===== src/hw/rtl/pcs_pkg.sv =====
package pcs_pkg;

    localparam logic signed [31:0] Q_MAX = 32'sh7FFF_FFFF;
    localparam logic signed [31:0] Q_MIN = 32'sh8000_0000;

    typedef enum logic [2:0] {
        CFG_PROP_GAIN      = 3'd0,
        CFG_INT_GAIN       = 3'd1,
        CFG_DERIV_GAIN     = 3'd2,
        CFG_INTEGRAL_BOUND = 3'd3,
        CFG_OUTPUT_LIMIT   = 3'd4,
        CFG_DERIV_MODE     = 3'd5,
        CFG_MIN_STEP       = 3'd6
    } cfg_index_t;

    typedef enum logic [1:0] {
        DM_NONE  = 2'd0,
        DM_ERROR = 2'd1,
        DM_MEAS  = 2'd2,
        DM_RATE  = 2'd3
    } deriv_mode_t;

    typedef struct packed {
        logic signed [31:0] setpoint;
        logic signed [31:0] measured;
        logic signed [31:0] measured_rate;
        logic [30:0]        time_step;
        logic               clear_integral;
    } sample_t;

    typedef struct packed {
        logic signed [31:0] drive;
        logic               saturated;
    } result_t;

    function automatic logic signed [31:0] sat32(input logic signed [34:0] v);
        logic signed [31:0] r;
        if ((&v[34:31]) || !(|v[34:31]))
        begin
            r = v[31:0];
        end
        else
        begin
            r = v[34] ? Q_MIN : Q_MAX;
        end
        return r;
    endfunction

    function automatic logic [31:0] abs32(input logic signed [31:0] v);
        logic [32:0] t;
        t = -{v[31], v};
        return v[31] ? t[31:0] : v;
    endfunction

endpackage


===== src/hw/rtl/pcs_mul.sv =====
module pcs_mul (
    input  logic               clk,
    input  logic               rst_n,
    input  logic               start,
    input  logic signed [31:0] a,
    input  logic signed [31:0] b,
    output logic               valid,
    output logic signed [31:0] res
);

    logic               stage1_valid_reg;
    logic               stage2_valid_reg;
    logic signed [63:0] prod;
    logic signed [63:0] prod_reg;
    logic signed [47:0] shifted;
    logic signed [31:0] res_reg;
    logic signed [31:0] res_next;

    assign prod    = a * b;
    assign shifted = prod_reg[63:16];

    always_comb
    begin
        if ((&shifted[47:31]) || !(|shifted[47:31]))
        begin
            res_next = shifted[31:0];
        end
        else
        begin
            res_next = shifted[47] ? pcs_pkg::Q_MIN : pcs_pkg::Q_MAX;
        end
    end

    always_ff @(posedge clk or negedge rst_n)
    begin
        if (!rst_n)
        begin
            stage1_valid_reg <= 1'b0;
            stage2_valid_reg <= 1'b0;
        end
        else
        begin
            stage1_valid_reg <= start;
            stage2_valid_reg <= stage1_valid_reg;
        end
    end

    always_ff @(posedge clk)
    begin
        prod_reg <= prod;
        res_reg  <= res_next;
    end

    assign valid = stage2_valid_reg;
    assign res   = res_reg;

endmodule


===== config.mk =====
export PLATFORM = sky130hd
export DESIGN_NAME = pcs_mul
export DESIGN_NICKNAME = d
export VERILOG_FILES = /design/src/hw/rtl/pcs_pkg.sv /design/src/hw/rtl/pcs_mul.sv
export SDC_FILE = /design/constraint.sdc
export NUM_CORES = 2
export LEC_CHECK = 0
export BUFFER_PORTS_ARGS = -buffer_cell sky130_fd_sc_hd__buf_2
export CAP_MARGIN = 25
export CORE_MARGIN = 2
export CORE_UTILIZATION = 60
export DETAILED_ROUTE_END_ITERATION = 10
export PLACE_DENSITY = 0.74
export SLEW_MARGIN = 20
export SYNTH_ARGS = -nofsm -noshare
export SYNTH_HDL_FRONTEND = slang
export SYNTH_SLANG_ARGS = --single-unit
export TNS_END_PERCENT = 10

===== constraint.sdc =====
create_clock -name clk -period 1.85 [get_ports clk]
set_input_delay 0.37 -clock clk [delete_from_list [all_inputs] [get_ports clk]]
set_output_delay 0.37 -clock clk [all_outputs]
set_load 0.1 [all_outputs]

* Yosys cells after proc, flatten, opt, wreduce, memory -nomap -nowiden
Index checks and enable logic that the tools add are counted.
** Storage, ports and cells
- Register bits :: 98
- Input bits :: 67
- Output and inout bits :: 33
- Word-level logic and storage cells :: 11
** Operators by class
- $mul :: 1
- Muxes and demuxes :: 2
- Reductions and logical operators :: 4
** Operator list (number)
- 32-bit by 32-bit multiplier with 64-bit output :: 1
- 32-bit 2-to-1 mux :: 2
- 17-bit AND reduction :: 1
- 17-bit OR reduction :: 1
- 1-bit zero test :: 1
- 1-bit logical OR :: 1

* Longest topological paths before layout
- Depth in word-level cells :: 4
- Gate-level depth with buffers :: 28
- Gate-level depth less buffers :: 26

* Least setup slack after synthesis
OpenSTA, ideal clock, no wires.
- Kind :: input -> register
- Start point :: in b[2]
- End point :: reg prod_reg[62]
- Setup time :: 72 ps
- Arrival time :: 7280 ps
- Required time :: 1778 ps
- Path slack :: -5503 ps
- Stages on the path :: 24
- Buffers on the path :: 1
- Cells stage by stage :: clkbuf_1 > nand2_1 > inv_1 > fa_1 > fa_1 > fa_1 > fa_1 > inv_1 > fa_1 > inv_1 > fa_1 > inv_1 > fa_1 > inv_1 > fa_1 > ha_1 > a21o_1 > a21o_1 > a21oi_1 > nand3_1 > o211ai_1 > o211ai_1 > a21oi_1 > xnor2_1
** On the way
- Longest elaborated chain between the ends :: 1
** Ends and longest elaborated chain
- start, declared :: RTL line pcs_mul.sv:6 : input logic signed [31:0] b,
- 32-bit by 32-bit multiplier with 64-bit output :: RTL line pcs_mul.sv:19 : assign prod = a * b;
- via prod[62] :: RTL line pcs_mul.sv:13 : logic signed [63:0] prod;
- end signal, assigned :: RTL line pcs_mul.sv:50 : prod_reg <= prod;
- end, declared :: RTL line pcs_mul.sv:14 : logic signed [63:0] prod_reg;
The timed path passes the listed nets, and every way through them passes these cells.

* Final worst setup path
- Start point :: in a[31]
- End point :: reg prod_reg[61]
** On the way
- Longest elaborated chain between the ends :: 1
** Ends and longest elaborated chain
- start, declared :: RTL line pcs_mul.sv:5 : input logic signed [31:0] a,
- 32-bit by 32-bit multiplier with 64-bit output :: RTL line pcs_mul.sv:19
- via prod[61] :: RTL line pcs_mul.sv:13
The timed path passes the listed nets, and every way through them passes these cells.

==> implementation parameters <==
Parameter                              Value

Outcome
  Result of the run    finished with violations
  Violations in the final reports    negative setup slack

CTS
  Clock Sinks    82
  # H-tree levels    3
  Clock-pin transition on the worst setup and hold timing paths    0.06 ns
  TritonCTS clock tree    built
  TritonCTS Buffers    9
  Clock Latency Late Sink    0.34 ns
  Number of buffers on the longest clock path    2
  CTS Root Cell    clkbuf_16

STA
  RSZ-0062 raised after global routing    yes
  Actual transition at the worst max-transition pin    0.599 ns
  Summed negative setup slack over all endpoints    -226.70 ns
  Final hold vios    0
  Max Transition Viols Final    0
  Worst setup skew after layout    0.0123 ns
  Minimum hold slack    0.135 ns
  Least setup slack across all paths after layout    -5.23 ns
  Endpoints failing setup    48
  Max frequency    0.141 GHz
  Worst slew slack as a fraction of its limit    60.1%
  Min Tclk post-route    7.08 ns
  Final cycle utilization of the critical path    383%

Finish
  Commonest non-fill, non-tap cell in the layout    fa_1
  Filler-free cell count of the finished design    5125
  Number of flip-flops under the largest register name    48
  # nets final    5608
  Fraction of layout instances using a drive strength above 1    18.0%
  Highest-count cells in the layout ignoring fill and taps    fa_1 (1022), inv_1 (972), nand2_1 (507), and2_1 (501), buf_4 (398)
  Area growth, synth to finish    17.3%

Worst setup path
  Worst setup SP type    input port
  Arrival @ worst endpoint    7.35 ns
  Worst endpoint required time    2.13 ns
  Worst path buffer plus inverter count    8
  Worst-path fanout max    6
  Slowest stage cell on the critical path    fa_2
  Critical path class    in -> reg
  End of the worst register-to-register path    res[6]$_DFF_P_
  Reg-to-reg critical path startpoint    prod_reg[48]$_DFF_P_
  Gate family responsible for the most delay along the worst path    adder cells
  Number of cells traversed by the worst register-to-register path    7
  Endpoint type of the worst setup path    flip-flop
  Critical path's largest stage delay    0.60 ns
  Slack of the worst reg-to-reg path    0.06 ns

Global route
  Total Routing Usage GR    32.7%
  Pin count of the biggest net entering global routing    32
  First-pass GRT wire length    162000 µm
  Number of antenna violations at the first check in global routing    5
  Vias in the first global route    31600
  Overflow left after global routing    0

Flow run
  Maxcap violations    0

Min path
  Worst min path class    in -> reg
  Min-Delay Endpoint    stage1_valid_reg$_DFF_PN0_
  Min-Delay Startpoint    start
  Cell depth of the worst min-delay path    1

Synthesis
  Post-Synthesis Mean Instance Area    9.55 µm²
  Mapped Nets    5244
  Post-synthesis cell count    3916
  Number of synthesized flops with an enable pin    0
  Post-synthesis sequential area ratio    4.42%
  Number of synthesis warnings    0
  Yosys cell types    56
  Register bit count reported by yosys    82
  FFs w/ async S/R, synth    2.44%
  Netlist area before placement    0.0374 mm²
  Dominant synthesized flop cell    dfxtp_1

Die
  Area inside the core boundary    0.0617 mm²
  Site row count    91
  I/O pin count    100
  Vertical die dimension    254 µm
  Horizontal die dimension    254 µm
  Die area    0.0643 mm²
  Effective utilization at floorplan    60.6%

Routing
  Number of vias per cell after detailed routing    5.36
  DRC violation count after routing    0
  Antenna violation net count after detailed routing    0
  Detailed-route wire length    97900 µm
  Routed length per placed instance    19.1 µm
  Total number of vias    27500
  Number of design-rule violations left by the first detailed-router iteration    1676
  Length of the first detailed-routing pass in iterations    6

Place
  Count of placed standard cells including taps    5068
  HPWL after DPL    84500 µm
  Routability congestion estimate    0.960
  Buffers on Ports    99
==> repair_timing <==
action | 4_1_cts | 5_1_grt
gates cloned | 1 | 0
hold buffers | 1 | 0
setup endpoints to repair | 49 | 55
pin swaps | 108 | 63
hold endpoints to repair | 2 | 0
setup buffers | 26 | 11
resized for setup | 261 | 113
==> cells by family (layout without fill, tap and decap cells) <==
logic type	Yosys count	in the layout	synth area share, %
fa+ha+maj	1261	1261	63.9
compound gates	180	180	3.04
buf+inv	1193	1562	12.0
simple gates	1138	1138	15.2
flops	82	82	4.42
other cells	0	3	0
xor+xnor	62	62	1.45
==> metal layers <==
| layer | routed length (µm) | part of all wire [%] | vias up | track usage [%] |
|---|---|---|---|---|
| met4 | 6010 | 6.1 | 2 | 16.3 |
| met3 | 5580 | 5.7 | 322 | 3.45 |
| li1 | - | - | 11800 | - |
| met2 | 50900 | 52 | 1029 | 58.9 |
| met1 | 35400 | 36 | 14300 | 39.0 |
| met5 | 16 | 0.016 | - | 0 |
==> synthesized netlist by cell type, drive strengths merged, types with 6 or more instances <==
| cell | n | area share [%] |
|---|---|---|
| inv | 986 | 9.9 |
| a21oi | 52 | 0.72 |
| nand2b | 10 | 0.17 |
| xor2 | 21 | 0.49 |
| o21ai | 61 | 0.83 |
| nand3 | 10 | 0.13 |
| nand2 | 513 | 5.1 |
| and2 | 512 | 8.6 |
| nand4 | 16 | 0.27 |
| nor2 | 52 | 0.52 |
| a21o | 27 | 0.54 |
| dfxtp | 80 | 4.3 |
| nor4 | 6 | 0.10 |
| ha | 180 | 6.0 |
| fa | 1081 | 58 |
| xnor2 | 41 | 0.96 |
| clkbuf | 205 | 2.1 |
==> worst max-delay path by stage <==
stage,startpoint,to,slack (ns),cells past startpoint
finish,a[31],prod_reg[61]$_DFF_P_,-5.23,26
global route,a[31],prod_reg[61]$_DFF_P_,-5.44,28
CTS,a[31],prod_reg[62]$_DFF_P_,-5.07,28
detailed placement,b[2],prod_reg[62]$_DFF_P_,-5.78,21
global placement,b[2],prod_reg[62]$_DFF_P_,-5.71,23
floorplan,a[31],prod_reg[62]$_DFF_P_,-5.24,23
==> per-stage QoR <==
stage | util (%) | instance area, µm² | setup WS (ns)
finish | 71.1 | 43900 | -5.23
global route | 71.1 | 43900 | -5.44
CTS | 70.1 | 43300 | -5.07
global placement | 67.6 | 41700 | -5.71
detailed placement | 67.6 | 41700 | -5.78
floorplan | - | 37500 | -5.24
==> area by class of cell <==
cell class,instances,area [µm²]
fillers,4485,17800
inverters,986,3710
diodes,3,7.51
well taps,837,1050
flip-flops and latches,82,1650
multi-input cells,2641,32200
clock buffers,10,229
repair buffers,560,4950
clock inverters,6,51.3
Power is not shown: default switching activity piles up to over one toggle a cycle in this logic, so the estimate is an artifact.
