`src/hw/rtl/pcs_pkg.sv`:
```
package pcs_pkg;

    localparam logic signed [31:0] Q_MAX = 32'sh7FFF_FFFF;
    localparam logic signed [31:0] Q_MIN = 32'sh8000_0000;

    typedef enum logic [2:0] {
        CFG_PROP_GAIN      = 3'd0,
        CFG_INT_GAIN       = 3'd1,
        CFG_DERIV_GAIN     = 3'd2,
        CFG_INTEGRAL_BOUND = 3'd3,
        CFG_OUTPUT_LIMIT   = 3'd4,
        CFG_DERIV_MODE     = 3'd5,
        CFG_MIN_STEP       = 3'd6
    } cfg_index_t;

    typedef enum logic [1:0] {
        DM_NONE  = 2'd0,
        DM_ERROR = 2'd1,
        DM_MEAS  = 2'd2,
        DM_RATE  = 2'd3
    } deriv_mode_t;

    typedef struct packed {
        logic signed [31:0] setpoint;
        logic signed [31:0] measured;
        logic signed [31:0] measured_rate;
        logic [30:0]        time_step;
        logic               clear_integral;
    } sample_t;

    typedef struct packed {
        logic signed [31:0] drive;
        logic               saturated;
    } result_t;

    function automatic logic signed [31:0] sat32(input logic signed [34:0] v);
        logic signed [31:0] r;
        if ((&v[34:31]) || !(|v[34:31]))
        begin
            r = v[31:0];
        end
        else
        begin
            r = v[34] ? Q_MIN : Q_MAX;
        end
        return r;
    endfunction

    function automatic logic [31:0] abs32(input logic signed [31:0] v);
        logic [32:0] t;
        t = -{v[31], v};
        return v[31] ? t[31:0] : v;
    endfunction

endpackage

```
`src/hw/rtl/pcs_div.sv`:
```
module pcs_div (
    input  logic               clk,
    input  logic               rst_n,
    input  logic               start,
    input  logic signed [31:0] num,
    input  logic [30:0]        den,
    output logic               done,
    output logic signed [31:0] quo
);

    typedef enum logic {
        D_IDLE,
        D_RUN
    } div_state_t;

    div_state_t         state_reg;
    logic               done_reg;
    logic signed [31:0] quo_reg;
    logic [30:0]        den_reg;
    logic [30:0]        rem_reg;
    logic [30:0]        sh_reg;
    logic [30:0]        q_reg;
    logic [4:0]         cnt_reg;
    logic               neg_reg;

    logic [31:0] mag;
    logic [31:0] trial;
    logic        ge;
    logic [31:0] diff;
    logic [30:0] q_step;

    assign mag    = pcs_pkg::abs32(num);
    assign trial  = {rem_reg, sh_reg[30]};
    assign ge     = trial >= {1'b0, den_reg};
    assign diff   = trial - {1'b0, den_reg};
    assign q_step = {q_reg[29:0], ge};

    always_ff @(posedge clk or negedge rst_n)
    begin
        if (!rst_n)
        begin
            state_reg <= D_IDLE;
            done_reg  <= 1'b0;
            quo_reg   <= '0;
            den_reg   <= '0;
            rem_reg   <= '0;
            sh_reg    <= '0;
            q_reg     <= '0;
            cnt_reg   <= '0;
            neg_reg   <= 1'b0;
        end
        else
        begin
            done_reg <= 1'b0;
            case (state_reg)
                D_IDLE:
                begin
                    if (start)
                    begin
                        if (den == '0)
                        begin
                            quo_reg  <= '0;
                            done_reg <= 1'b1;
                        end
                        else if ({15'd0, mag[31:15]} >= {1'b0, den})
                        begin
                            quo_reg  <= num[31] ? pcs_pkg::Q_MIN : pcs_pkg::Q_MAX;
                            done_reg <= 1'b1;
                        end
                        else
                        begin
                            den_reg   <= den;
                            rem_reg   <= {14'd0, mag[31:15]};
                            sh_reg    <= {mag[14:0], 16'd0};
                            q_reg     <= '0;
                            cnt_reg   <= 5'd31;
                            neg_reg   <= num[31];
                            state_reg <= D_RUN;
                        end
                    end
                end
                D_RUN:
                begin
                    rem_reg <= ge ? diff[30:0] : trial[30:0];
                    sh_reg  <= {sh_reg[29:0], 1'b0};
                    q_reg   <= q_step;
                    cnt_reg <= cnt_reg - 5'd1;
                    if (cnt_reg == 5'd1)
                    begin
                        quo_reg   <= neg_reg ? -$signed({1'b0, q_step})
                                             : $signed({1'b0, q_step});
                        done_reg  <= 1'b1;
                        state_reg <= D_IDLE;
                    end
                end
                default:
                begin
                    state_reg <= D_IDLE;
                end
            endcase
        end
    end

    assign done = done_reg;
    assign quo  = quo_reg;

endmodule

```
`config.mk`:
```
export PLATFORM = sky130hd
export DESIGN_NAME = pcs_div
export DESIGN_NICKNAME = d
export VERILOG_FILES = /design/src/hw/rtl/pcs_pkg.sv /design/src/hw/rtl/pcs_div.sv
export SDC_FILE = /design/constraint.sdc
export NUM_CORES = 1
export LEC_CHECK = 0
export BUFFER_PORTS_ARGS = -buffer_cell sky130_fd_sc_hd__buf_2
export CAP_MARGIN = 20
export CELL_PAD_IN_SITES_DETAIL_PLACEMENT = 0
export CELL_PAD_IN_SITES_GLOBAL_PLACEMENT = 1
export CORE_MARGIN = 3
export CORE_UTILIZATION = 31
export DETAILED_ROUTE_END_ITERATION = 8
export HOLD_SLACK_MARGIN = 0.03
export PLACE_DENSITY_LB_ADDON = 0.1
export SYNTH_ARGS = -nofsm -noshare
export SYNTH_HDL_FRONTEND = slang
export SYNTH_SLANG_ARGS = --single-unit
```
`constraint.sdc`:
```
create_clock -name clk -period 10.6 [get_ports clk]
set_input_delay 2.12 -clock clk [delete_from_list [all_inputs] [get_ports clk]]
set_output_delay 2.12 -clock clk [all_outputs]
set_load 0.02 [all_outputs]
```
# --- Word-level counts from Yosys, hierarchy flattened ---
# Index checks and enable logic that the tools add are counted.
# W data, S select, Z words.
op_classes:
  muxes: 35
  bitwise: 3
  n_shift: 0
  n_lt_le_gt_ge: 2
  reduce_logical: 4
  n_div: 0
  n_eq_ne: 6
  addsub: 4
  multipliers: 0
ops:
  columns: ["operator", "count"]
  rows:
  - ["$mux W32", 7]
  - ["$mux W31", 7]
  - ["$pmux W31 S2", 2]
  - ["$mux W30", 3]
  - ["$pmux W32 S2", 1]
  - ["$pmux W30 S2", 1]
  - ["$ge A32 B31 Y1", 1]
  - ["$neg A31 Y32", 1]
  - ["$neg A32 Y32", 1]
  - ["$ge A17 B31 Y1", 1]
  - ["$logic_not A31 Y1", 1]
  - ["$sub A31 B31 Y31", 1]
  - ["$mux W5", 3]
  - ["$pmux W5 S2", 1]
  - ["$mux W1", 8]
  - ["$ne A2 B2 Y1 const B", 3]
  - ["$reduce_and A3 Y1", 2]
  - ["$eq A5 B1 Y1 const B", 1]
  - ["$sub A5 B1 Y5 const B", 1]
  - ["$pmux W1 S2", 2]
  - ["$reduce_and A4 Y1", 1]
  - ["$ne A3 B3 Y1 const B", 1]
  - ["$not A1 Y1", 3]
  - ["$ne A2 B1 Y1 const B", 1]
word_totals:
  ram_bits: 0
  out_inout_bits: 33
  word_cells: 63
  memories: 0
  latch_bits: 0
  regBits: 163
  rom_bits: 0

# --- Depth between registers and ports, before layout ---
logic_depth:
  ltp_word: 7
  ltp_mapped: 19
  ltp_nobuf: 18

# --- Worst setup path after synthesis ---
# OpenSTA, ideal clock, no wires.
synth_timing:
  kind: "input to register"
  start: "input num[15]"
  end: "register den_reg[10]"
  n_path_buf: 1
  stages: 16
  t_required_ns: 10.517
  t_arrival_ns: 5.548
  path_slack_ns: 4.970
  path_cell_list: "or4_1 nand2b_1 or3_1 nand2b_1 o21ai_0 xnor2_1 ha_1 a211oi_1 o21ai_0 o211ai_1 o211ai_1 a211o_1 nor2_1 clkbuf_1 nand2_1 o21ai_0"
synth_between:
  elab_chain_cells: 5
synth_rtl:
  columns: ["item", "line", "source"]
  rows:
  - ["start, declared", "pcs_div.sv:5", "input logic signed [31:0] num,"]
  - ["$neg A32 Y32", "pcs_pkg.sv:51", "t = -{v[31], v};"]
  - ["$mux W32 *", "pcs_pkg.sv:52", "return v[31] ? t[31:0] : v;"]
  - ["$ge A17 B31 Y1 *", "pcs_div.sv:65", "else if ({15'd0, mag[31:15]} >= {1'b0, den})"]
  - ["$not A1 Y1 (no line) *", null, null]
  - ["$reduce_and A4 Y1 (no line) *", null, null]
  - ["end signal, assigned", "pcs_div.sv:72", "den_reg <= den;"]
  - ["end, declared", "pcs_div.sv:19", "logic [30:0] den_reg;"]
# Mark *: on every way between the ends. The rest lies on a longest branch, timed or not.
# A chain may end at the register's enable or synchronous reset.

# --- Final worst setup path ---
layout_timing:
  start: "input num[9]"
  end: "register rem_reg[8]"
layout_between:
  elab_chain_cells: 6
  word_cells_on_any_way: 9
  cone_classes: "add/sub (1); order compare (1); eq/ne (1); mux (5); reduce/logical (1)"
layout_rtl:
  columns: ["item", "line", "source"]
  rows:
  - ["$neg A32 Y32 *", "pcs_pkg.sv:51", null]
  - ["$mux W32 *", "pcs_pkg.sv:52", null]
  - ["branches (longest 4 deep; another with $ge A17 B31 Y1)", null, null]
  - ["end signal, assigned", "pcs_div.sv:73", "rem_reg <= {14'd0, mag[31:15]};"]
  - ["end signal, assigned", "pcs_div.sv:84", "rem_reg <= ge ? diff[30:0] : trial[30:0];"]
  - ["end, declared", "pcs_div.sv:20", "logic [30:0] rem_reg;"]
# Mark *: on every way between the ends. The select of a mux whose other input is x is not followed.

==> results.txt <==
----------------------------------------------------
[Run status]
  Status ... finished clean

[Critical path]
  Worst-path cell with the longest stage delay ... buf_4
  Highest net fanout along the worst path ... 74
  Kind of critical path ... input pin to register
  Endpoint arrival time on the critical path ... 6.69 ns
  CP bufs+invs ... 2
  CP cell instances ... buf_2 -> nor4_1 -> nand4_1 -> or3_1 -> nand2b_1 -> nor4_1 -> ha_1 -> nand2_1 -> nor2_1 -> o211ai_1 -> o211ai_1 -> a211o_2 -> buf_4 -> nor2b_1 -> a211oi_1 -> a31oi_1
  Biggest cell delay along the critical path ... 0.76 ns
  Data required time at the worst endpoint ... 10.86 ns
  Endpoint kind of the worst setup timing path ... register
  Top Family by Delay on Critical Path ... simple AND/OR/NAND/NOR gates
  Setup slack on the worst flop-to-flop path ... 4.95 ns
  Crit path launch type ... input pin

[Clock tree]
  Number of buffers added to fix hold violations after cts ... 0
  Total of cells resized after clock tree synthesis ... 0
  Maximum buffer depth of the clock tree ... 2
  Setup Buffers After CTS ... 0
  Clock tree root buffer cell ... clkbuf_16
  Number of levels in the clock H-tree ... 4
  Clock tree from TritonCTS ... built
  TritonCTS buffer count ... 17
  Clock latency reported for the late side of the worst-skew pair ... 0.43 ns
  Clock transition at the registers of the reported paths ... 0.07 ns
  TritonCTS sink count ... 147

[Power and ir drop]
  Net Sw Frac ... 45.33%
  Leakage dissipation ... 5.186 nW
  Share of power burned in registers ... 26.4%
  Power per standard cell area ... 359.9 nW/um^2
  Combinational share of power ... 56.9%
  Net switching power of the design ... 1.879 mW
  Clock share of power ... 16.7%
  Peak VDD IR ... 0.1595 mV
  Internal power contribution ... 2.267 mW

[Timing]
  Count of final hold-check violations ... 0
  Setup TNS ... 0 ns
  RSZ-0062 raised after global routing ... false
  Fin crit share ... 60.58%
  Headroom to the max-slew limit ... 32.10%
  Slew of the pin with the lowest slew margin ... 1.017 ns
  Maximum clock frequency ... 155.7 MHz
  Number of slew-limit violations in the final report ... 0
  Setup violators final ... 0
  Final Critical Period ... 6.422 ns
  Worst clock skew on the final layout ... 0.01048 ns

[Die]
  Area of the die ... 34450 sq um
  Boundary pin count ... 99
  Placement Rows ... 65
  Standard cell core area ... 31640 sq um
  Floorplan die height ... 185.6 microns
  Die Span X ... 185.6 microns
  Starting utilization of the core area ... 31.61%

[Finish]
  Total non-filler cell area in the finished layout ... 11520 sq um
  Share of layout cells above drive strength 1 ... 13.71%
  Area of the multi-input gates ... 5822 sq um
  Number of fillers in the final layout ... 3315
  Inserted Diodes ... 0
  Net total in the final layout ... 1346
  Area Overhead vs Synth ... 15.20%
  Non-Filler Instances ... 1642
  Total area of sequential cells ... 3682 sq um
  Post-route core utilization ... 36.42%
  Max reg flops ... 32

[Drt]
  Final routed wire length divided by cell count ... 17.56 microns
  Vias ... 8568
  Number of remaining DRC errors ... 0
  Post-route ant nets ... 0
  Number of detailed-route iterations in the first pass ... 5
  Iteration-0 DRC count of the detailed router ... 520
  Routed wire length ... 28830 microns
  Vias per inst ... 5.218

[Logic synthesis]
  Top FF cell, synth ... dfrtp_1
  Count of flip-flops with a built-in enable after synthesis ... 0
  Most repeated cell in the gate-level netlist after synthesis ... nand2_1
  Most frequent cells after synthesis ... nand2_1, dfrtp_1, o21ai_0, a21oi_1, nor2_1
  Number of synthesized register bits ... 147
  Area contributors post-synth ... dfrtp_1, ha_1, nand2_1
  Number of instances in the synthesized netlist ... 1170
  Syn_nets ... 1289
  Syn. warnings ... 0
  Post-Synthesis Cell Area ... 10000 sq um
  Register area share after synthesis ... 36.78%
  Post-synth ARST share ... 100.0%
  Mean instance size in the synthesized netlist ... 8.548 sq um
  Library cell with the largest summed area after synthesis ... dfrtp_1
  Yosys top cell area share ... 36.78%
  Number of library cell types mapped by synthesis ... 68

[GRT]
  Global-route usage over all layers ... 17.05%
  Remaining global-route overflow ... 0
  Wire length of the first global-routing pass ... 46710 microns
  Maximum number of pins on one net before global-route repair ... 77
  Number of antenna violations at the first check in global routing ... 0
  Via count of the first global-routing pass ... 8546

[Placement]
  Buffers on Ports ... 98
  DP HPWL ... 20390 microns
  Placed cells ... 1608
  Final weighted congestion of routability-driven global placement ... 0.7663
  Area of placed instances ... 10810 sq um

[Worst hold path]
  Path category of the worst min-delay check ... register to register

[Flow run]
  Count of maximum capacitance violations ... 0

----------------------------------------------------
layout make-up:
| cell class | instances | share of cell area [%] |
|---|---|---|
| sequential | 147 | 31.96 |
| tap | 402 | 4.366 |
| clock inverter | 14 | 1.966 |
| multi-input combinational | 890 | 50.53 |
| timing repair buffer | 110 | 5.376 |
| inverter | 61 | 1.987 |
| clock buffer | 18 | 3.812 |
tightest hold or removal path, cell delays in order, from the launching register on:
cell and delay (ns):
dfrtp_1 0.35, nand2_1 0.05, o21ai_0 0.06
layout by cell type, fill, tap and decap left out, types with 7 or more instances in the layout:
master and n:
a31oi_1 18, a21o_1 13, a211oi_1 12, dfrtp_1 146
a21oi_1 80, o31ai_1 21, buf_4 10, xnor2_1 42
nor3_1 9, nand3_1 11, nand2b_1 11, nor2b_1 10
buf_2 97, clkbuf_16 17, nand2_1 163, o21a_1 7
nor2_1 70, o21ai_0 111, ha_1 52, o211ai_1 11
nor4_1 12, a22o_1 14, inv_1 60, xor2_1 24
and3_1 14, mux2_2 9, nand4_1 13, or3_1 12
o21ai_1 7, nand3b_1 8, mux2i_1 47
cell families after synthesis:
| kind of cell | count (synthesis) | share of synthesized area (%) |
|---|---|---|
| xor gates and xnor gates | 66 | 5.780 |
| buffers and inverters | 133 | 5.242 |
| adders and majority gates | 53 | 6.706 |
| AOI/OAI and AO/OA | 349 | 22.03 |
| muxes | 58 | 5.943 |
| and+or+nand+nor | 364 | 17.52 |
| DFF | 147 | 36.78 |
power by group through the flow:
| stage | combinational [mW] | sequential, mW | clock [mW] |
|---|---|---|---|
| 5_1_grt | 2.66 | 1.14 | 0.735 |
| 3_3_place_gp | 2.37 | 1.11 | 0 |
| 6_report | 2.36 | 1.09 | 0.691 |
| 3_5_place_dp | 2.37 | 1.10 | 0 |
| 2_1_floorplan | 1.76 | 1.09 | 0 |
| 4_1_cts | 2.38 | 1.10 | 0.712 |
metal layers:
metal | global-route usage, % | part of all wire (%)
met1 | 24.29 | 50
met2 | 27.42 | 46
met3 | 2.795 | 3.6
met4 | 3.575 | 1.1
met5 | 0 | 0
per-stage QoR:
| stage | power (mW) | worst slack (ns) | hold slack, ns |
|---|---|---|---|
| finish | 4.146 | 4.178 | 0.4814 |
| global route | 4.539 | 3.788 | 0.5084 |
| CTS | 4.189 | 2.669 | 0.4911 |
| detailed placement | 3.471 | 2.229 | 0.4762 |
| global placement | 3.473 | 2.303 | 0.4686 |
| floorplan | 2.845 | 4.970 | 0.4528 |
final timing paths:
check / start / end / depth (start not counted)
hold reg to reg: quo[15]$_DFFE_PN0P_ / quo[15]$_DFFE_PN0P_ / 2
setup reg to reg: rem_reg[12]$_DFFE_PN0P_ / quo[28]$_DFFE_PN0P_ / 15
max in group asynchronous: rst_n / state_reg$_DFF_PN0_ / 2
setup / recovery: num[9] / rem_reg[8]$_DFFE_PN0P_ / 16
min in group asynchronous: rst_n / den_reg[26]$_DFFE_PN0P_ / 1
hold / removal: quo[15]$_DFFE_PN0P_ / quo[15]$_DFFE_PN0P_ / 2
Note: power is estimated with default switching activity, not from simulation.
